<file path="config.mk">
export PLATFORM = sky130hd
export DESIGN_NAME = qte_ctrl
export DESIGN_NICKNAME = d
export VERILOG_FILES = /design/src/hdl/qte_pkg.sv /design/src/hdl/qte_ctrl.sv
export SDC_FILE = /design/constraint.sdc
export NUM_CORES = 1
export LEC_CHECK = 0
export ABC_CLOCK_PERIOD_IN_PS = 3100
export BUFFER_PORTS_ARGS = -buffer_cell sky130_fd_sc_hd__buf_2
export CAP_MARGIN = 10
export CORE_ASPECT_RATIO = 0.9
export CORE_UTILIZATION = 50
export DETAILED_ROUTE_END_ITERATION = 7
export PLACE_DENSITY = 0.78
export SYNTH_ARGS = -nofsm -noshare
export SYNTH_HDL_FRONTEND = slang
export SYNTH_SLANG_ARGS = --single-unit
</file>
<file path="constraint.sdc">
create_clock -name clk -period 3.1 [get_ports clk]
set_input_delay 0.775 -clock clk [delete_from_list [all_inputs] [get_ports clk]]
set_output_delay 0.775 -clock clk [all_outputs]
set_load 0.1 [all_outputs]
</file>
<file path="src/hdl/qte_pkg.sv">
`timescale 1ns / 1ps
// Shared types, constants and helper functions for the quaternion to Euler angle converter
package qte_pkg;

	// Input number format and internal working format
	localparam int QUAT_FRAC_BITS = 30;
	localparam int WORK_BITS      = 24;
	localparam int CORDIC_STEPS   = 16;
	localparam int CORDIC_ITERS   = (CORDIC_STEPS < 24) ? CORDIC_STEPS : 24;
	localparam int ITER_W         = $clog2(CORDIC_ITERS);

	// Widths of the working values
	localparam int WK_W   = 29;   // component in Q24, saturated to +-8.0
	localparam int MUL_W  = 32;   // multiplier operand
	localparam int PROD_W = 64;   // multiplier product
	localparam int ACC_W  = 58;   // Q48 sums and CORDIC vector
	localparam int Z_W    = 34;   // angle in centidegrees * 65536
	localparam int ROOT_W = 62;   // square root radicand and partial root
	localparam int SQ_W   = 31;   // square root result
	localparam int CENTI_W = 16;
	localparam int PITCH_W = 15;
	localparam int CNT_W   = 32;

	// Conversion of input components to Q24
	localparam int SHIFT_DN = (QUAT_FRAC_BITS >= WORK_BITS) ? QUAT_FRAC_BITS - WORK_BITS : 0;
	localparam int SHIFT_UP = (QUAT_FRAC_BITS < WORK_BITS) ? WORK_BITS - QUAT_FRAC_BITS : 0;
	localparam logic signed [34:0] SAT_LIM = 35'sd8 <<< QUAT_FRAC_BITS;

	// Fixed-point constants
	localparam logic signed [ACC_W-1:0]  ONE_Q48  = 58'sd1 <<< 48;
	localparam logic signed [PROD_W-1:0] ONE_Q60  = 64'sd1 <<< 60;
	localparam logic [ACC_W-1:0]         NORM_HI  = 58'd1 << 29;
	localparam logic [ACC_W-1:0]         NORM_LO  = 58'd1 << 28;
	localparam logic signed [Z_W-1:0]    ANG_HALF = 34'sd1179648000;
	localparam logic signed [Z_W-1:0]    ROUND_HALF = 34'sd32768;
	localparam logic signed [Z_W-1:0]    ROLL_LIM  = 34'sd18000;
	localparam logic signed [Z_W-1:0]    PITCH_LIM = 34'sd9000;
	localparam logic signed [16:0]       HALF_TURN = 17'sd18000;
	localparam logic signed [16:0]       FULL_TURN = 17'sd36000;
	localparam logic [4:0]               SQRT_TOP_K = 5'd30;

	// Operation codes of the input word
	localparam logic OP_SAMPLE    = 1'b0;
	localparam logic OP_YAW_RESET = 1'b1;

	typedef enum logic [1:0] {
		STAT_UPDATED   = 2'd0,
		STAT_NO_QUAT   = 2'd1,
		STAT_NOT_READY = 2'd2,
		STAT_YAW_RESET = 2'd3
	} status_t;

	typedef enum logic [1:0] {
		ANG_ROLL  = 2'd0,
		ANG_PITCH = 2'd1,
		ANG_YAW   = 2'd2
	} ang_sel_t;

	// Product schedule of the shared multiplier
	typedef enum logic [3:0] {
		MP_WX = 4'd0, MP_YZ = 4'd1, MP_XX = 4'd2, MP_YY = 4'd3, MP_WY = 4'd4,
		MP_ZX = 4'd5, MP_WZ = 4'd6, MP_XY = 4'd7, MP_ZZ = 4'd8, MP_SS = 4'd9
	} mul_pair_t;
	localparam logic [3:0] MUL_FLUSH = 4'd10;

	typedef enum logic [3:0] {
		CS_IDLE, CS_MUL, CS_ROLL_GO, CS_ROLL_WAIT, CS_SQRT_GO, CS_SQRT_WAIT,
		CS_PITCH_GO, CS_PITCH_WAIT, CS_YAW_GO, CS_YAW_WAIT, CS_EMIT
	} ctrl_state_t;

	typedef enum logic [1:0] {
		CP_IDLE, CP_NORM, CP_ITER
	} cordic_phase_t;

	// Commands from controller to datapath
	typedef struct packed {
		logic      load;
		logic      mul_go;
		mul_pair_t mul_idx;
		logic      atan_go;
		ang_sel_t  atan_sel;
		logic      sqrt_go;
		logic      emit;
		status_t   emit_status;
	} cmd_t;

	// Status from datapath to controller
	typedef struct packed {
		logic atan_done;
		logic sqrt_done;
	} sts_t;

	// Saturate a raw component to +-8.0 and bring it to Q24
	function automatic logic signed [WK_W-1:0] to_work(input logic signed [31:0] raw);
		logic signed [34:0] v;
		logic signed [34:0] r;
		v = 35'(raw);
		if (v > SAT_LIM)
			v = SAT_LIM;
		if (v < -SAT_LIM)
			v = -SAT_LIM;
		r = (v >>> SHIFT_DN) <<< SHIFT_UP;
		return r[WK_W-1:0];
	endfunction

	// Arctangent of 2^-i in centidegrees * 65536
	function automatic logic signed [Z_W-1:0] atan_entry(input logic [4:0] i);
		logic signed [Z_W-1:0] r;
		case (i)
			5'd0:    r = 34'sd294912000;
			5'd1:    r = 34'sd174096719;
			5'd2:    r = 34'sd91987925;
			5'd3:    r = 34'sd46694507;
			5'd4:    r = 34'sd23437865;
			5'd5:    r = 34'sd11730358;
			5'd6:    r = 34'sd5866610;
			5'd7:    r = 34'sd2933484;
			5'd8:    r = 34'sd1466764;
			5'd9:    r = 34'sd733385;
			5'd10:   r = 34'sd366693;
			5'd11:   r = 34'sd183346;
			5'd12:   r = 34'sd91673;
			5'd13:   r = 34'sd45837;
			5'd14:   r = 34'sd22918;
			5'd15:   r = 34'sd11459;
			5'd16:   r = 34'sd5730;
			5'd17:   r = 34'sd2865;
			5'd18:   r = 34'sd1432;
			5'd19:   r = 34'sd716;
			5'd20:   r = 34'sd358;
			5'd21:   r = 34'sd179;
			5'd22:   r = 34'sd90;
			5'd23:   r = 34'sd45;
			default: r = '0;
		endcase
		return r;
	endfunction

	// Fold an angle difference back into -18000..18000 centidegrees
	function automatic logic signed [CENTI_W-1:0] wrap_centi(input logic signed [16:0] d);
		logic signed [16:0] r;
		if (d > HALF_TURN)
			r = d - FULL_TURN;
		else if (d < -HALF_TURN)
			r = d + FULL_TURN;
		else
			r = d;
		return r[CENTI_W-1:0];
	endfunction

endpackage

</file>
<file path="src/hdl/qte_ctrl.sv">
`timescale 1ns / 1ps
// Controller state machine sequencing the conversion of one word
module qte_ctrl import qte_pkg::*; (
	input  logic clk,
	input  logic arst_n,
	input  logic cfg_write_en,
	input  logic cfg_write_data,
	input  logic in_valid,
	output logic in_stall,
	input  logic operation,
	input  logic quat_valid,
	output logic out_valid,
	input  logic out_stall,
	output cmd_t cmd,
	input  sts_t sts
);

	ctrl_state_t state_q;
	ctrl_state_t state_d;
	logic        sensor_ready_q;
	status_t     status_q;
	status_t     status_d;
	logic [3:0]  mul_cnt_q;
	logic        out_valid_q;
	logic        accept;
	logic        out_free;
	logic        sample;

	assign accept   = in_valid && (state_q == CS_IDLE);
	assign out_free = !out_valid_q || !out_stall;
	assign sample   = (operation == OP_SAMPLE) && sensor_ready_q && quat_valid;

	// Classify the incoming word
	always_comb begin
		if (operation == OP_YAW_RESET)
			status_d = STAT_YAW_RESET;
		else if (!sensor_ready_q)
			status_d = STAT_NOT_READY;
		else if (!quat_valid)
			status_d = STAT_NO_QUAT;
		else
			status_d = STAT_UPDATED;
	end

	// Next state
	always_comb begin
		state_d = state_q;
		case (state_q)
			CS_IDLE:       if (accept) state_d = sample ? CS_MUL : CS_EMIT;
			CS_MUL:        if (mul_cnt_q == MUL_FLUSH) state_d = CS_ROLL_GO;
			CS_ROLL_GO:    state_d = CS_ROLL_WAIT;
			CS_ROLL_WAIT:  if (sts.atan_done) state_d = CS_SQRT_GO;
			CS_SQRT_GO:    state_d = CS_SQRT_WAIT;
			CS_SQRT_WAIT:  if (sts.sqrt_done) state_d = CS_PITCH_GO;
			CS_PITCH_GO:   state_d = CS_PITCH_WAIT;
			CS_PITCH_WAIT: if (sts.atan_done) state_d = CS_YAW_GO;
			CS_YAW_GO:     state_d = CS_YAW_WAIT;
			CS_YAW_WAIT:   if (sts.atan_done) state_d = CS_EMIT;
			CS_EMIT:       if (out_free) state_d = CS_IDLE;
			default:       state_d = CS_IDLE;
		endcase
	end

	// Commands to the datapath
	always_comb begin
		cmd             = '0;
		cmd.mul_idx     = MP_WX;
		cmd.atan_sel    = ANG_ROLL;
		cmd.emit_status = status_q;
		case (state_q)
			CS_IDLE: cmd.load = accept;
			CS_MUL: begin
				if (mul_cnt_q <= 4'(MP_SS)) begin
					cmd.mul_go  = 1'b1;
					cmd.mul_idx = mul_pair_t'(mul_cnt_q);
				end
			end
			CS_ROLL_GO: begin
				cmd.atan_go  = 1'b1;
				cmd.atan_sel = ANG_ROLL;
			end
			CS_SQRT_GO: cmd.sqrt_go = 1'b1;
			CS_PITCH_GO: begin
				cmd.atan_go  = 1'b1;
				cmd.atan_sel = ANG_PITCH;
			end
			CS_YAW_GO: begin
				cmd.atan_go  = 1'b1;
				cmd.atan_sel = ANG_YAW;
			end
			CS_EMIT: cmd.emit = out_free;
			default: ;
		endcase
	end

	// State, status, product counter and result valid
	always_ff @(posedge clk or negedge arst_n) begin
		if (!arst_n) begin
			state_q        <= CS_IDLE;
			sensor_ready_q <= 1'b0;
			status_q       <= STAT_UPDATED;
			mul_cnt_q      <= '0;
			out_valid_q    <= 1'b0;
		end else begin
			state_q <= state_d;
			if (cfg_write_en)
				sensor_ready_q <= cfg_write_data;
			if (accept)
				status_q <= status_d;
			if (state_q == CS_MUL)
				mul_cnt_q <= mul_cnt_q + 1'b1;
			else
				mul_cnt_q <= '0;
			if (cmd.emit)
				out_valid_q <= 1'b1;
			else if (!out_stall)
				out_valid_q <= 1'b0;
		end
	end

	assign in_stall  = (state_q != CS_IDLE);
	assign out_valid = out_valid_q;

endmodule

</file>
# ---- Word level (Yosys, flattened, before mapping)
# Cells that the tools add are included.
dict set report totals {
  out_inout_bits 15
  in_bits 10
  elab_cells 57
  register_bits 12
}
dict set report classes {
  n_reduce_logical 9
  n_addsub 1
  n_mux 21
  bitwise_logic 1
  eq_ne 19
  n_lt_le_gt_ge 1
}
# op n
set ops {}
lappend ops {{case mux 4 bit (11 select lines)} 1}
lappend ops {{2-to-1 mux 4 bit} 9}
lappend ops {{equality test 4 x 3 -> 1 bit, second input constant} 4}
lappend ops {{equality test 4 bit, second input constant} 4}
lappend ops {{!= test 2 bit, second input constant} 7}
lappend ops {{2-to-1 mux 5 bit} 2}
lappend ops {{case mux 3 bit (3 select lines)} 1}
lappend ops {{equality test 4 x 2 -> 1 bit, second input constant} 2}
lappend ops {{AND reduction 7 bit} 1}
lappend ops {{2-to-1 mux 1 bit} 6}
lappend ops {{adder 4 x 1 -> 4 bit, second input constant} 1}
lappend ops {{equality test 4 x 1 -> 1 bit, second input constant} 1}
lappend ops {{<= comparator 4 bit, second input constant} 1}
lappend ops {{logical NOT 4 bit} 1}
lappend ops {{2-to-1 mux 2 bit} 2}
lappend ops {{nonzero test 4 bit} 1}
lappend ops {{logical AND 1 bit} 3}
lappend ops {{logical NOT 1 bit} 2}
lappend ops {{!= test 2 x 1 -> 1 bit, second input constant} 1}
lappend ops {{logical OR 1 bit} 1}
lappend ops {{NOT 1 bit} 1}

# ---- Longest topological paths before layout
# Gate-level depths: netlist (run 1).
dict set report logic_depth {
  ltp_word 6
  depth_mapped 6
  ltp_nobuf 6
}

# ---- Worst setup path before layout (run 1)
# Ideal clock, no wire load.
dict set report synth_timing {
  kind {flip-flop to output port}
  from {register state_q[2]}
  to {output cmd[3] (netlist bit)}
  t_arrival_ps 3830
  path_buffers 1
  setup_slack_ps -1505
  path_stages_with_launch 3
  t_required_ps 2325
  cell_sequence {dfrtp_1 clkbuf_1 nor4b_1}
}
# element line
set synth_lines {}
lappend synth_lines {{start: declaration} qte_ctrl.sv:18} ;# ctrl_state_t state_q;
lappend synth_lines {{start signal: assignment} qte_ctrl.sv:105} ;# state_q <= state_d;
lappend synth_lines {{end: declaration} qte_ctrl.sv:14} ;# output cmd_t cmd,

==> results of run 1 <==
[cell families (layout without fill, tap and decap cells)]
kind of cell               Yosys count  after routing
AOI/OAI and AO/OA                   22             22
xor gates and xnor gates             2              2
buffers and inverters               14             36
adders and majority gates            4              4
muxes                                2              2
and+or+nand+nor                     37             37
DFF                                 12             12
[path summary, 6_finish.rpt]
check | startpoint | endpoint | slack, ns | cells after the start
max | state_q[2] | cmd[7] | 0.14 | 4
min | arst_n | state_q[3] | 0.38 | 1
max reg2reg | state_q[2] | state_q[0] | 1.06 | 4
min reg2reg | status_q[1] | status_q[1] | 0.49 | 2
max in group asynchronous | arst_n | status_q[1] | 2.51 | 1
min in group clk | status_q[1] | status_q[1] | 0.49 | 2
[critical path, delay by kind of cell, from the launching register on]
kind                   cells  cell delay (ns)
AOI/OAI and AO/OA          1             0.22
buffers and inverters      1             0.18
DFF                        1             0.53
and+or+nand+nor            2             0.97
[sequential cells by signal, summed over array words and instances (netlist names)]
| signal | cells |
|---|---|
| state_q | 4 |
| status_q | 2 |
| out_valid | 1 |
| mul_cnt_q | 4 |
| sensor_ready_q | 1 |
[per-stage QoR]
step / utilization / TNS, ns / worst slack (ns) / hold WS, ns
after CTS: 0.6990 / 0 / 0.07128 / 0.3713
after floorplan: - / -1.064 / -0.4728 / 0.4794
after detailed placement: 0.6839 / 0 / 0.3877 / 0.4751
final: 0.7040 / 0 / 0.1448 / 0.3754
after global placement: 0.6839 / 0 / 0.4193 / 0.4599
after global routing: 0.7040 / 0 / 0.02709 / 0.3782
[cells in the mapped netlist, drive strengths merged, types with 2 or more instances]
master,n,area (sq um)
inv,8,30.03
or3,2,12.51
xnor2,2,17.52
o22ai,2,26.28
buf,3,17.52
dfrtp,12,300.3
a21oi,7,35.03
nor4b,2,17.52
nand2,7,26.28
clkbuf,3,11.26
o21ai,5,25.02
and2,3,18.77
nor2,6,22.52
ha,4,50.05
mux2,2,26.27
nand2b,5,31.28
nor3,2,10.01
[layer usage]
layer  share of wire  vias to the layer above  global-route usage
met5               0                        -                   0
met4          0.0078                        0             0.09091
met2            0.46                       16              0.4081
met3           0.041                        2             0.06608
met1            0.49                      337              0.2752
li1                -                      373                   -
[what timing repair did]
action	in CTS	in global routing
endpoints found under the setup margin	0	3
resized for setup	0	3
buffers inserted	0	0
[cell type report]
| class | instances | area [sq um] |
|---|---|---|
| Multi-Input combinational cell | 67 | 508.0 |
| Tap cell | 22 | 27.53 |
| Timing Repair Buffer | 25 | 165.2 |
| Clock buffer | 3 | 22.52 |
| Sequential cell | 12 | 300.3 |
| Fill cell | 123 | 442.9 |
| Inverter | 8 | 30.03 |
==> flow_metrics.py, run 1 <==
metrics = {
    "die": {
        "design.core.area_sq_um": 1496,
        "num_io_pins": 25,
        "floorplan.die.width_um": 44.90,
        "die-height_um": 40.61,
        "initial_utilization": 0.5535,
        "die-area_sq_um": 1823,
        "fp-row-count": 13,
    },
    "final_layout": {
        "final_cell_mix": "sky130_fd_sc_hd__buf_2, sky130_fd_sc_hd__dfrtp_1, sky130_fd_sc_hd__inv_1",
        "finish.net_count": 131,
        "mostFrequentLayoutCell": "sky130_fd_sc_hd__buf_2",
        "layout.cells.non_filler": 137,
        "final_cell_area_sq_um": 1054,
        "antenna_cells_inserted": 0,
        "post_route_cells_drive_above_1_share": 0.3478,
        "syn_to_final_growth_pct": 27.19,
    },
    "grt": {
        "grt_pass1_wl_um": 2891,
        "grt_remaining_overflow": 0,
        "grt_usage": 0.2325,
        "grt_start_max_net_pins": 15,
        "antenna_found_initial": 0,
        "number_of_global_route_vias_before_repair": 667,
    },
    "cts": {
        "max-clock-path-buffers": 2,
        "cts.reportedPaths.clkPinSlew_ns": 0.07,
        "cts.root.buffer_cell": "sky130_fd_sc_hd__clkbuf_4",
        "clock_tree_from_tritoncts": "done",
        "cts-htree-levels": 1,
        "cts.sinks": 12,
        "number_of_hold_repair_buffers_added_at_the_cts_stage": 0,
        "clk-insertion-delay-late_ns": 0.27,
        "tritoncts.num_buffers": 3,
    },
    "timing": {
        "worst_slew_margin_rel": 0.6766,
        "finalSetupViolCount": 0,
        "clock-skew-final_ns": 0.002468,
        "report.final.slew_viol_count": 0,
        "worst_pin_slew_ns": 0.4885,
        "max_freq_ghz": 0.3384,
        "final_period_minus_worst_setup_slack_ns": 2.955,
        "report.final.hold_viol_count": 0,
        "timing.final.crit_share": 0.9533,
        "grt_setup_unrepaired": "false",
    },
    "min_path": {
        "timing.hold.worst.class": "in -> async",
    },
    "setup_path": {
        "critical_path_required_ns": 2.32,
        "slowest_stage": "sky130_fd_sc_hd__or4b_1",
        "critPathLaunchType": "register",
        "timing.critical_path.cells": "or4b_1 > a21oi_2 > and2_1 > buf_12",
        "crit_path_end_kind": "output pin",
        "cp_max_fo": 14,
        "arrival_ns": 2.18,
        "critPathMaxStageDelay_ns": 0.77,
        "crit_type": "reg -> out",
    },
    "yosys": {
        "synthCells": 93,
        "synth-main-ff-cell": "sky130_fd_sc_hd__dfrtp_1",
        "synth_area_sq_um": 828.3,
        "synth-seq-area-share": 0.3625,
        "synth_warnings": 0,
        "main_combinational_cell_family_by_area_after_synthesis": "simple AND/OR/NAND/NOR gates",
        "synth_adder_area_share": 0.06042,
        "ys_types": 38,
        "post_synth_mux_area_share": 0.03172,
        "yosys.area_share.xor_xnor": 0.02115,
        "synth_nets": 107,
        "post_synth_edffs": 0,
        "synth-seq-cells": 12,
        "post_synth_and_or_nand_nor_area_fraction": 0.2613,
        "synth_async_sr_flop_share": 1.000,
        "synth-compound-area-share": 0.1918,
        "synthesized_area_per_cell_sq_um": 8.906,
    },
    "route": {
        "drt.antenna.violating_nets": 0,
        "detail_route.vias_per_cell": 5.314,
        "drtPass1Iterations": 4,
        "drc_errors": 0,
        "wl_per_instance_um": 13.05,
        "num_vias": 728,
        "drtIter0Drc": 4,
        "wl_um": 1788,
    },
    "run": {
        "maxCapViolations": 0,
    },
    "placement": {
        "routabilityCongestion": 0.9152,
        "post-dp-hpwl_um": 1340,
        "post_dp_cell_area_sq_um": 1023,
        "post-place-cells": 134,
        "port_buffers": 24,
    },
    "run_status": {
        "run_status": "completed",
    },
}
Power of run 1 is not shown: default switching activity piles up to over one toggle a cycle in this logic, so the estimate is an artifact.
==> run 2, diff against run 1 <==
--- a/config.mk
+++ b/config.mk
@@ -9,9 +9,9 @@
 export BUFFER_PORTS_ARGS = -buffer_cell sky130_fd_sc_hd__buf_2
 export CAP_MARGIN = 10
 export CORE_ASPECT_RATIO = 0.9
-export CORE_UTILIZATION = 50
+export CORE_UTILIZATION = 53
 export DETAILED_ROUTE_END_ITERATION = 7
-export PLACE_DENSITY = 0.78
+export PLACE_DENSITY = 0.82
 export SYNTH_ARGS = -nofsm -noshare
 export SYNTH_HDL_FRONTEND = slang
 export SYNTH_SLANG_ARGS = --single-unit
==> flow_metrics.py, run 2 (synthesized netlist as in run 1, its figures left out) <==
metrics = {
    "route": {
        "drt.antenna.violating_nets": 0,
        "wl_per_instance_um": 12.81,
        "drtIter0Drc": 22,
        "drtPass1Iterations": 6,
        "drc_errors": 3,
        "wl_um": 1704,
        "detail_route.vias_per_cell": 5.639,
        "num_vias": 750,
    },
    "final_layout": {
        "final_cell_mix": "sky130_fd_sc_hd__buf_2, sky130_fd_sc_hd__dfrtp_1, sky130_fd_sc_hd__inv_1",
        "post_route_cells_drive_above_1_share": 0.3644,
        "final_core_occ": 0.7113,
        "final.fill_count": 110,
        "syn_to_final_growth_pct": 24.32,
        "largestRegisters": "mul_cnt_q x4, state_q x4, status_q x2",
        "layout.cells.non_filler": 133,
        "mostFrequentLayoutCell": "sky130_fd_sc_hd__buf_2",
        "finish.net_count": 134,
        "antenna_cells_inserted": 0,
    },
    "cts": {
        "cts.reportedPaths.clkPinSlew_ns": 0.07,
        "cts.sinks": 12,
        "clock_tree_from_tritoncts": "done",
        "cts.repair_timing.setup_buffer_count": 0,
        "clk-insertion-delay-late_ns": 0.28,
        "post_cts_resized": 0,
        "tritoncts.num_buffers": 3,
        "cts-htree-levels": 1,
        "cts.root.buffer_cell": "sky130_fd_sc_hd__clkbuf_4",
        "max-clock-path-buffers": 2,
        "number_of_hold_repair_buffers_added_at_the_cts_stage": 0,
    },
    "timing": {
        "worst_pin_slew_ns": 0.4917,
        "final.setup.tns_ns": 0,
        "finalSetupViolCount": 0,
        "setup_ws_ns": 0.1789,
        "clock-skew-final_ns": 0.007116,
        "max_freq_ghz": 0.3423,
        "report.final.hold_viol_count": 0,
        "grt_setup_unrepaired": "false",
        "worst_slew_margin_rel": 0.6692,
        "report.final.slew_viol_count": 0,
        "final_period_minus_worst_setup_slack_ns": 2.921,
        "timing.final.crit_share": 0.9423,
    },
    "setup_path": {
        "critical_path_required_ns": 2.32,
        "critPathLaunchType": "register",
        "crit_type": "reg -> out",
        "rr_worst_depth": 5,
        "crit_path_end_kind": "output pin",
        "cp_max_fo": 8,
        "arrival_ns": 2.15,
    },
    "die": {
        "num_io_pins": 25,
        "die-height_um": 39.51,
        "fp-row-count": 13,
        "initial_utilization": 0.5722,
        "die-area_sq_um": 1725,
        "design.core.area_sq_um": 1448,
        "floorplan.die.width_um": 43.67,
    },
    "grt": {
        "gr-usage-met3": 0.06912,
        "globalRoute.busiestLayer": "met2",
        "grt_start_max_net_pins": 14,
        "grt_pass1_wl_um": 2532,
        "antenna_found_initial": 0,
        "number_of_global_route_vias_before_repair": 565,
        "grt_usage": 0.2121,
        "grt_remaining_overflow": 0,
        "grt_util_met1": 0.2756,
        "met2_usage": 0.3321,
    },
    "placement": {
        "routabilityCongestion": 0.8054,
        "post-place-cells": 130,
        "port_buffers": 24,
        "post-place-ws_ns": 0.4768,
        "post-dp-hpwl_um": 1321,
    },
    "min_path": {
        "timing.hold.worst.class": "in -> async",
    },
    "run_status": {
        "run_status": "finished, violations left",
        "violations": "design-rule violations",
    },
    "run": {
        "maxCapViolations": 0,
    },
}
==> run 2: cell types whose count changed in the layout (fill, tap and decap cells not counted) <==
cell | previous run | this run
sky130_fd_sc_hd__buf_12 | 2 | 0
sky130_fd_sc_hd__buf_2 | 19 | 24
sky130_fd_sc_hd__buf_4 | 1 | 4
sky130_fd_sc_hd__clkbuf_4 | 6 | 3
==> run 2: critical path, cell delays in order, from the launching register on <==
cell and delay, ns:
sky130_fd_sc_hd__dfrtp_1 0.37, sky130_fd_sc_hd__or4b_1 0.73, sky130_fd_sc_hd__a21oi_2 0.21, sky130_fd_sc_hd__and2_1 0.14, sky130_fd_sc_hd__buf_2 0.42
==> run 2: final cells by class <==
type	count	area, sq um	share of cell area
clock buffer	3	22.52	0.02187
inverter	8	30.03	0.02916
multi-input combinational	67	508.0	0.4933
sequential	12	300.3	0.2916
tap	15	18.77	0.01823
timing repair buffer	28	150.1	0.1458
==> run 2: path summary, 6_finish.rpt <==
| check | from | endpoint | slack, ns |
|---|---|---|---|
| setup reg to reg | state_q[1] | state_q[0] | 1.20 |
| max in group asynchronous | arst_n | mul_cnt_q[0] | 2.52 |
| min in group clk | status_q[0] | status_q[0] | 0.48 |
| hold reg to reg | status_q[0] | status_q[0] | 0.48 |
| setup / recovery | state_q[3] | cmd[8] | 0.18 |
| hold / removal | arst_n | mul_cnt_q[3] | 0.36 |
==> run 2: per-layer routing <==
| metal | wire length [um] | vias to the layer above |
|---|---|---|
| met4 | 15 | 0 |
| li1 | - | 376 |
| met5 | 0 | - |
| met2 | 740 | 22 |
| met3 | 100 | 2 |
| met1 | 848 | 350 |
==> run 2: per-stage QoR <==
stage	hold slack [ns]	cell area, sq um
global route	0.3683	1030
detailed placement	0.4666	1007
finish	0.3567	1030
floorplan	0.4794	867.1
CTS	0.3593	1030
global placement	0.4601	1007
Power of run 2 is left out for the same reason.
